File: config.mk
export PLATFORM = sky130hd
export DESIGN_NAME = stereo_moving_average
export DESIGN_NICKNAME = d
export VERILOG_FILES = /design/src/rtl/sma_pkg.sv /design/src/rtl/sma_ctrl.sv /design/src/rtl/sma_dp.sv /design/src/rtl/stereo_moving_average.sv
export SDC_FILE = /design/constraint.sdc
export NUM_CORES = 1
export LEC_CHECK = 0
export BUFFER_PORTS_ARGS = -buffer_cell sky130_fd_sc_hd__buf_2
export CORE_ASPECT_RATIO = 1.75
export CORE_MARGIN = 1
export CORE_UTILIZATION = 24
export DETAILED_ROUTE_END_ITERATION = 10
export MAX_ROUTING_LAYER = met4
export REMOVE_ABC_BUFFERS = 1
export SLEW_MARGIN = 40
export SYNTH_ARGS = -nofsm -noshare
export SYNTH_HDL_FRONTEND = slang
export SYNTH_SLANG_ARGS = --single-unit
File: constraint.sdc
create_clock -name clk_i -period 5.9 [get_ports clk_i]
set_input_delay 1.18 -clock clk_i [delete_from_list [all_inputs] [get_ports clk_i]]
set_output_delay 1.18 -clock clk_i [all_outputs]
set_load 0.03 [all_outputs]
File: src/rtl/sma_pkg.sv
package sma_pkg;

  localparam int SAMPLE_W = 16;
  localparam int WIN_W    = 5;
  localparam int DATA_W   = 32;
  localparam int PDATA_W  = 32;
  localparam int PADDR_W  = 3;

  localparam logic [0:0]       REG_WINDOW = 1'b0;
  localparam logic [WIN_W-1:0] WIN_RESET  = 5'd1;

  typedef logic signed [SAMPLE_W-1:0] sample_t;

  typedef struct packed {
    logic load;
    logic rot;
    logic acc;
    logic prep;
    logic step;
    logic finish;
  } cmd_t;

endpackage

File: src/rtl/sma_ctrl.sv
module sma_ctrl #(
  parameter int MAX_WINDOW = 16
) (
  input  logic                                  clk_i,
  input  logic                                  rst_ni,
  input  logic                                  in_valid_i,
  output logic                                  in_ready_o,
  output logic                                  out_valid_o,
  input  logic                                  out_ready_i,
  input  logic [$clog2(MAX_WINDOW+1)-1:0]       win_n_i,
  output sma_pkg::cmd_t                         cmd_o
);

  localparam int DEPTH   = MAX_WINDOW - 1;
  localparam int SUM_W   = sma_pkg::SAMPLE_W + $clog2(MAX_WINDOW);
  localparam int CNT_MAX = (SUM_W > DEPTH) ? SUM_W : DEPTH;
  localparam int CNT_W   = $clog2(CNT_MAX);

  localparam logic [2:0] S_IDLE = 3'd0;
  localparam logic [2:0] S_ACC  = 3'd1;
  localparam logic [2:0] S_PREP = 3'd2;
  localparam logic [2:0] S_DIV  = 3'd3;
  localparam logic [2:0] S_DONE = 3'd4;

  logic [2:0]       state_q, state_d;
  logic [CNT_W-1:0] cnt_q, cnt_d;
  logic             out_valid_q, out_valid_d;

  assign in_ready_o  = (state_q == S_IDLE);
  assign out_valid_o = out_valid_q;

  always_comb begin
    state_d     = state_q;
    cnt_d       = cnt_q;
    out_valid_d = out_valid_q;
    cmd_o       = '0;
    if (out_ready_i) begin
      out_valid_d = 1'b0;
    end
    case (state_q)
      S_IDLE: begin
        if (in_valid_i) begin
          cmd_o.load = 1'b1;
          cnt_d      = '0;
          state_d    = S_ACC;
        end
      end
      S_ACC: begin
        cmd_o.rot = 1'b1;
        cmd_o.acc = (int'(cnt_q) + 1) < int'(win_n_i);
        cnt_d     = cnt_q + 1'b1;
        if (cnt_q == CNT_W'(DEPTH - 1)) begin
          cnt_d   = '0;
          state_d = S_PREP;
        end
      end
      S_PREP: begin
        cmd_o.prep = 1'b1;
        cnt_d      = '0;
        state_d    = S_DIV;
      end
      S_DIV: begin
        cmd_o.step = 1'b1;
        cnt_d      = cnt_q + 1'b1;
        if (cnt_q == CNT_W'(SUM_W - 1)) begin
          state_d = S_DONE;
        end
      end
      S_DONE: begin
        if (!out_valid_q || out_ready_i) begin
          cmd_o.finish = 1'b1;
          out_valid_d  = 1'b1;
          state_d      = S_IDLE;
        end
      end
      default: begin
        state_d = S_IDLE;
      end
    endcase
  end

  always_ff @(posedge clk_i or negedge rst_ni) begin
    if (!rst_ni) begin
      state_q     <= S_IDLE;
      cnt_q       <= '0;
      out_valid_q <= 1'b0;
    end else begin
      state_q     <= state_d;
      cnt_q       <= cnt_d;
      out_valid_q <= out_valid_d;
    end
  end

  a_acc_in_rot: assert property (@(posedge clk_i) disable iff (!rst_ni)
    cmd_o.acc |-> cmd_o.rot)
    else $error("accumulate outside rotation");

  a_load_to_acc: assert property (@(posedge clk_i) disable iff (!rst_ni)
    cmd_o.load |=> (state_q == S_ACC))
    else $error("load did not start accumulation");

  a_finish_valid: assert property (@(posedge clk_i) disable iff (!rst_ni)
    cmd_o.finish |=> (out_valid_q && state_q == S_IDLE))
    else $error("finish did not present result");

  a_div_len: assert property (@(posedge clk_i) disable iff (!rst_ni)
    (state_q == S_DIV && cnt_q == CNT_W'(SUM_W - 1)) |=> (state_q == S_DONE))
    else $error("divide length wrong");

endmodule

File: src/rtl/sma_dp.sv
module sma_dp #(
  parameter int MAX_WINDOW = 16
) (
  input  logic                            clk_i,
  input  logic                            rst_ni,
  input  sma_pkg::cmd_t                   cmd_i,
  input  logic [$clog2(MAX_WINDOW+1)-1:0] win_n_i,
  input  sma_pkg::sample_t                samp_i [2],
  output sma_pkg::sample_t                avg_o  [2]
);

  localparam int DEPTH = MAX_WINDOW - 1;
  localparam int SW    = sma_pkg::SAMPLE_W;
  localparam int SUM_W = SW + $clog2(MAX_WINDOW);
  localparam int NW    = $clog2(MAX_WINDOW+1);
  localparam int EXT_W = SUM_W - SW;

  sma_pkg::sample_t   hist_q [2][DEPTH];
  sma_pkg::sample_t   cur_q  [2];
  sma_pkg::sample_t   out_q  [2];
  logic [SUM_W-1:0]   sum_q  [2];
  logic [SUM_W-1:0]   quo_q  [2];
  logic [NW-1:0]      rem_q  [2];
  logic               neg_q  [2];

  logic [NW:0]        rem_sh [2];
  logic               ge     [2];
  logic [SUM_W-1:0]   mag    [2];
  logic [SUM_W-1:0]   res    [2];
  logic [NW:0]        rem_sub[2];

  always_comb begin
    for (int c = 0; c < 2; c++) begin
      rem_sh[c]  = {rem_q[c], quo_q[c][SUM_W-1]};
      ge[c]      = rem_sh[c] >= {1'b0, win_n_i};
      rem_sub[c] = rem_sh[c] - {1'b0, win_n_i};
      mag[c]     = sum_q[c][SUM_W-1] ? (~sum_q[c] + 1'b1) : sum_q[c];
      res[c]     = neg_q[c] ? (~quo_q[c] + 1'b1) : quo_q[c];
      avg_o[c]   = out_q[c];
    end
  end

  always_ff @(posedge clk_i or negedge rst_ni) begin
    if (!rst_ni) begin
      for (int c = 0; c < 2; c++) begin
        for (int i = 0; i < DEPTH; i++) begin
          hist_q[c][i] <= '0;
        end
      end
    end else begin
      for (int c = 0; c < 2; c++) begin
        if (cmd_i.rot) begin
          for (int i = 0; i < DEPTH - 1; i++) begin
            hist_q[c][i] <= hist_q[c][i+1];
          end
          hist_q[c][DEPTH-1] <= hist_q[c][0];
        end else if (cmd_i.finish) begin
          for (int i = DEPTH - 1; i > 0; i--) begin
            hist_q[c][i] <= hist_q[c][i-1];
          end
          hist_q[c][0] <= cur_q[c];
        end
      end
    end
  end

  always_ff @(posedge clk_i) begin
    for (int c = 0; c < 2; c++) begin
      if (cmd_i.load) begin
        cur_q[c] <= samp_i[c];
        sum_q[c] <= {{EXT_W{samp_i[c][SW-1]}}, samp_i[c]};
      end
      if (cmd_i.acc) begin
        sum_q[c] <= sum_q[c] + {{EXT_W{hist_q[c][0][SW-1]}}, hist_q[c][0]};
      end
      if (cmd_i.prep) begin
        neg_q[c] <= sum_q[c][SUM_W-1];
        quo_q[c] <= mag[c];
        rem_q[c] <= '0;
      end
      if (cmd_i.step) begin
        rem_q[c] <= ge[c] ? rem_sub[c][NW-1:0] : rem_sh[c][NW-1:0];
        quo_q[c] <= {quo_q[c][SUM_W-2:0], ge[c]};
      end
      if (cmd_i.finish) begin
        out_q[c] <= res[c][SW-1:0];
      end
    end
  end

endmodule

File: src/rtl/stereo_moving_average.sv
// Channel   Dir  Handshake                     Fields (low bit first)
// s_axis    in   s_axis_tvalid/s_axis_tready   left_sample[15:0], right_sample[31:16]
// m_axis    out  m_axis_tvalid/m_axis_tready   left_average[15:0], right_average[31:16]
// apb       in   psel/penable/pwrite/pready    window_length at byte address 0
//
// Each item goes through a full rotation of the history line for the sum, then a
// one-bit-per-cycle divider.
// Reset clears the history to zero and sets the window to 1.
// A finished result waits in the output register; the next item is taken meanwhile,
// and only the final write-back stalls while the output is still held.
module stereo_moving_average #(
  parameter int MAX_WINDOW = 16
) (
  input  logic                                clk_i,
  input  logic                                rst_ni,
  input  logic                                s_axis_tvalid,
  output logic                                s_axis_tready,
  input  logic [sma_pkg::DATA_W-1:0]          s_axis_tdata,  // left_sample, right_sample
  output logic                                m_axis_tvalid,
  input  logic                                m_axis_tready,
  output logic [sma_pkg::DATA_W-1:0]          m_axis_tdata,  // left_average, right_average
  input  logic                                psel,
  input  logic                                penable,
  input  logic                                pwrite,
  input  logic [sma_pkg::PADDR_W-1:0]         paddr,
  input  logic [sma_pkg::PDATA_W-1:0]         pwdata,
  output logic [sma_pkg::PDATA_W-1:0]         prdata,
  output logic                                pready
);

  localparam int NW = $clog2(MAX_WINDOW+1);
  localparam int SW = sma_pkg::SAMPLE_W;

  logic [sma_pkg::WIN_W-1:0] win_q;
  logic [NW-1:0]             win_n;
  sma_pkg::cmd_t             cmd;
  sma_pkg::sample_t          samp [2];
  sma_pkg::sample_t          avg  [2];
  logic                      reg_sel;

  assign pready  = 1'b1;
  assign reg_sel = (paddr[2] == sma_pkg::REG_WINDOW);
  assign prdata  = reg_sel ? {{(sma_pkg::PDATA_W-sma_pkg::WIN_W){1'b0}}, win_q} : '0;

  always_ff @(posedge clk_i or negedge rst_ni) begin
    if (!rst_ni) begin
      win_q <= sma_pkg::WIN_RESET;
    end else if (psel && penable && pwrite && pready && reg_sel) begin
      win_q <= pwdata[sma_pkg::WIN_W-1:0];
    end
  end

  always_comb begin
    if (win_q == '0) begin
      win_n = NW'(1);
    end else if (int'(win_q) > MAX_WINDOW) begin
      win_n = NW'(MAX_WINDOW);
    end else begin
      win_n = NW'(win_q);
    end
  end

  assign samp[0]      = s_axis_tdata[SW-1:0];
  assign samp[1]      = s_axis_tdata[2*SW-1:SW];
  assign m_axis_tdata = {avg[1], avg[0]};

  sma_ctrl #(
    .MAX_WINDOW (MAX_WINDOW)
  ) u_ctrl (
    .clk_i       (clk_i),
    .rst_ni      (rst_ni),
    .in_valid_i  (s_axis_tvalid),
    .in_ready_o  (s_axis_tready),
    .out_valid_o (m_axis_tvalid),
    .out_ready_i (m_axis_tready),
    .win_n_i     (win_n),
    .cmd_o       (cmd)
  );

  sma_dp #(
    .MAX_WINDOW (MAX_WINDOW)
  ) u_dp (
    .clk_i   (clk_i),
    .rst_ni  (rst_ni),
    .cmd_i   (cmd),
    .win_n_i (win_n),
    .samp_i  (samp),
    .avg_o   (avg)
  );

endmodule

==> results.cfg, run 1 <==
[outcome]
status = stopped before the end
flow.stopped_at = detailed routing
tool.error = Error: net206 9 pin not visited #guides = 562

[place]
dp_hpwl_um = 47100
gp_congestion = 0.834
placement.io_buffers = 83
post_dp_cell_area_mm2 = 0.0336

[synth]
yosysTopAreaCell = dfrtp_1
seq_area_frac_synth_pct = 53.8
synth.top_cell.area_share_pct = 39.0
yosys_warnings = 0
synthesis.area_mm2 = 0.0317
ys_types = 62
yosys-top-cells-area = dfrtp_1 (39%), edfxtp_1 (15%), nand2_1 (13%), a31oi_1 (9.6%), nor2_1 (6.2%)
async_reset_ff_share_pct = 76.0
syn_area_per_cell_um2 = 8.72
syn_inst = 3630
synth-edff-count = 156
ys_seq_elements = 650
synth_top_flop_cell = dfrtp_1

[cts]
cts_max_level = 3
cts_root_buf = clkbuf_16
hold_buffers = 0
ctsResizeCount = 0
cts_setup_buffers = 0
clk_path_buf_depth = 3
cts.sinks = 650
cts_buffers = 67

[global_routing]
grt_max_degree = 247
grt_pass1_wl_um = 123000
grt.overflow.total = 0
antenna_found_initial = 18
grt_pass1_vias = 23700
track_usage_pct = 11.4

[floorplanning]
fp.dieH_um = 483
die_x_um = 277
start_util_pct = 24.1
io_pins = 141
rows = 176
## per-layer routing
| layer | track usage (%) |
|---|---|
| met4 | 4.72 |
| met5 | - |
| met2 | 18.4 |
| met1 | 14.1 |
| met3 | 1.90 |
## cells in the mapped netlist, types with 9 or more instances
cell         n
dfrtp_1    493
nor2_1     520
nor2b_1     17
ha_1        58
inv_1       34
a21oi_1     50
nand2b_1    11
o41ai_1     10
clkbuf_1   229
nand2_1   1098
and3_1       9
a31oi_1    484
nand3_1     27
o21ai_0    111
xor2_1      47
xnor2_1     47
o31ai_1     21
nor3_1      12
edfxtp_1   156
a21o_1      10
buf_1       22
nand4_1     11
buf_4       28
## through the flow
| stage | std cells | worst slack [ns] | hold slack (ns) |
|---|---|---|---|
| 5_1_grt | 5314 | 2.22 | 0.539 |
| 3_3_place_gp | 5180 | 2.46 | 0.491 |
| 3_5_place_dp | 5181 | 2.41 | 0.493 |
| 4_1_cts | 5302 | 2.47 | 0.507 |
| 2_1_floorplan | 3377 | -30.22 | 0.473 |
## cell families after synthesis
kind of cell / Yosys count / share of synthesized area [%]
and+or+nand+nor: 1752 / 21.8
AOI/OAI and AO/OA: 743 / 14.7
DFF: 650 / 53.8
buffers and inverters: 313 / 4.04
xor gates and xnor gates: 94 / 2.60
adders and majority gates: 62 / 2.54
muxes: 14 / 0.470
other: 2 / 0.0237
==> inputs of run 2 (changes only) <==
--- a/config.mk
+++ b/config.mk
@@ -6,11 +6,10 @@
 export NUM_CORES = 1
 export LEC_CHECK = 0
 export BUFFER_PORTS_ARGS = -buffer_cell sky130_fd_sc_hd__buf_2
-export CORE_ASPECT_RATIO = 1.75
 export CORE_MARGIN = 1
-export CORE_UTILIZATION = 24
+export CORE_UTILIZATION = 20
 export DETAILED_ROUTE_END_ITERATION = 10
-export MAX_ROUTING_LAYER = met4
+export PLACE_DENSITY_LB_ADDON = 0.15
 export REMOVE_ABC_BUFFERS = 1
 export SLEW_MARGIN = 40
 export SYNTH_ARGS = -nofsm -noshare
==> results.cfg, run 2 <==
[cts]
cts_max_level = 3
cts_root_buf = clkbuf_16
cts_setup_buffers = 0
clk_path_buf_depth = 3
cts.clk_slew.worst_paths_ns = 0.06
cts.sinks = 650
insertion_delay_ns = 0.66
cts_buffers = 80
cts_tree = done
ctsResizeCount = 0
hold_buffers = 0

[final_layout]
multiInputGateArea_mm2 = 0.0135
diodes = 0
synthToLayoutAreaGrowth_pct = 16.2
reg_top3 = u_dp.hist_q: 480 flops, u_dp.quo_q: 40 flops, u_dp.sum_q: 40 flops
n_fill_cell = 17200
nets = 3714
largest_reg_flops = 480
seqCellArea_mm2 = 0.0170
fin_area_mm2 = 0.0368
final_common_cell = nand2_1
drive_gt1_share_pct = 7.27
mostFrequentLayoutCells = nand2_1 (1097), nor2_1 (519), dfrtp_1 (493)
top_register = u_dp.hist_q

[run]
cap_violations = 0

[global_routing]
grt_pass1_wl_um = 139000
grt.overflow.total = 0
antenna_found_initial = 14
track_usage_pct = 10.8
grt_pass1_vias = 24200
grt_max_degree = 157

[sta]
fmax_mhz = 277
slew_violations = 0
finalCritPeriodShare_pct = 61.1
hold_viol = 0
skew_ns = 0.0308
rsz0062_at_grt = false
setup_viol = 0
worstMarginPinSlew_ns = 0.803
setup_tns_ns = 0
fin_crit_ns = 3.60
slew_headroom_pct = 46.5

[worst_setup_path]
end_kind = register
cpPeakStageDelay_ns = 0.57
crit_required_ns = 6.21
startpoint_type = register
cpMaxStageDelayCell = or2_2
path_max_fanout = 21
critPathArrivalTime_ns = 3.92
worstPathCellList = ha_1 > nand3_1 > xnor2_1 > ha_1 > a21oi_1 > nand3_1 > a31oi_2 > buf_4 > or2_2 > buf_4
worstSetupPathType = reg2reg

[hold_path]
holdCritPathClass = in2async

[floorplanning]
io_pins = 141
die_x_um = 400
start_util_pct = 20.2
core_mm2 = 0.157
rows = 145
design.die.area_mm2 = 0.160
fp.dieH_um = 400

[place]
gp_congestion = 0.752
placement.io_buffers = 83
dp_hpwl_um = 52500
post_dp_cell_area_mm2 = 0.0342

[power]
peakVddDrop_mv = 0.296
p_per_area_mw_per_mm2 = 582
p_leak_uw = 0.0152

[synth]
yosys-top-cells-area = dfrtp_1 (39%), edfxtp_1 (15%), nand2_1 (13%), a31oi_1 (9.6%), nor2_1 (6.2%)
syn_inst = 3630
syn_area_per_cell_um2 = 8.72
ys_seq_elements = 650
synthTopCellsByCount = nand2_1 (1098), nor2_1 (520), dfrtp_1 (493)
synth_top_flop_cell = dfrtp_1
ys_types = 62
synth_most_common_cell = nand2_1
seq_area_frac_synth_pct = 53.8
synth-edff-count = 156
async_reset_ff_share_pct = 76.0
yosys_warnings = 0
yosysTopAreaCell = dfrtp_1
synthesis.area_mm2 = 0.0317
synth.top_cell.area_share_pct = 39.0

[route]
drt_wl_total_um = 85900
vias_per_cell = 4.37
vias = 24900
drc = 0
avgRoutedWirePerCell_um = 15.1
dr.pass1.iters = 6
antenna_left = 0
drtIter0Drc = 1907

[outcome]
status = complete, no violations
run 2: logic make-up after synthesis:
group | synth area share (%)
multiplexers | 0.470
AND/OR/NAND/NOR | 21.8
buffers and inverters | 4.04
adder cells (fa/ha/maj) | 2.54
AO/OA/AOI/OAI | 14.7
flip-flops | 53.8
XOR/XNOR | 2.60
other | 0.0237
run 2: stage by stage:
stage               utilization, %  instances  worst slack [ns]  total power (µW)  hold WS [ns]
finish                        23.5       5701              2.30             21400         0.488
global route                  23.5       5701              2.02             23500         0.524
CTS                           23.5       5701              2.16             21900         0.507
global placement              21.7       5548              2.22             16700         0.496
detailed placement            21.8       5554              2.19             16800         0.494
floorplan                        -       3377            -30.22             13700         0.473
run 2: area by class of cell:
class                           instances  area share, %
Tap cell                             2058           7.00
Sequential cell                       650           46.3
Clock inverter                         23          0.551
Multi-Input combinational cell       2693           36.7
Clock buffer                          124           6.43
Inverter                               34          0.347
Timing Repair Buffer                  119           2.67
run 2: routing by layer:
metal,GRT usage (%),up-vias,share of wire (%)
met5,0,-,0.092
met4,2.39,12,1.9
met3,2.12,114,3.6
met2,17.0,339,45
met1,15.2,12100,50
li1,-,12300,-
run 2: power breakdown:
part | internal [µW] | leakage (µW) | total, µW | switching (µW)
sequential | 6550 | 0.00660 | 8020 | 1480
combinational | 3150 | 0.00730 | 8530 | 5380
clock | 2780 | 0.00126 | 4860 | 2080
total | 12500 | 0.0152 | 21400 | 8930
run 2: worst max-delay path: cells and delay by family (launching register included):
| kind | cells | cell delay, ns |
|---|---|---|
| buffers and inverters | 2 | 0.81 |
| AOI/OAI and AO/OA | 2 | 0.35 |
| adders and majority gates | 2 | 0.59 |
| DFF | 1 | 0.41 |
| xor gates and xnor gates | 1 | 0.22 |
| and+or+nand+nor | 3 | 0.83 |
run 2: final timing paths:
kind / start / to / slack, ns / depth (start not counted)
max in group asynchronous: rst_ni / u_dp.hist_q[339]$_DFFE_PN0P_ / 4.13 / 2
min in group clk_i: win_q[4]$_DFFE_PN0P_ / win_q[4]$_DFFE_PN0P_ / 0.50 / 1
hold / removal: rst_ni / u_dp.hist_q[103]$_DFFE_PN0P_ / 0.49 / 1
setup / recovery: u_ctrl.cnt_q[1]$_DFFE_PN0P_ / u_dp.sum_q[0][7]$_DFFE_PP_ / 2.30 / 10
hold reg to reg: win_q[4]$_DFFE_PN0P_ / win_q[4]$_DFFE_PN0P_ / 0.50 / 1
setup reg to reg: u_ctrl.cnt_q[1]$_DFFE_PN0P_ / u_dp.sum_q[0][7]$_DFFE_PP_ / 2.30 / 10
Note: power is estimated with default switching activity, not from simulation.
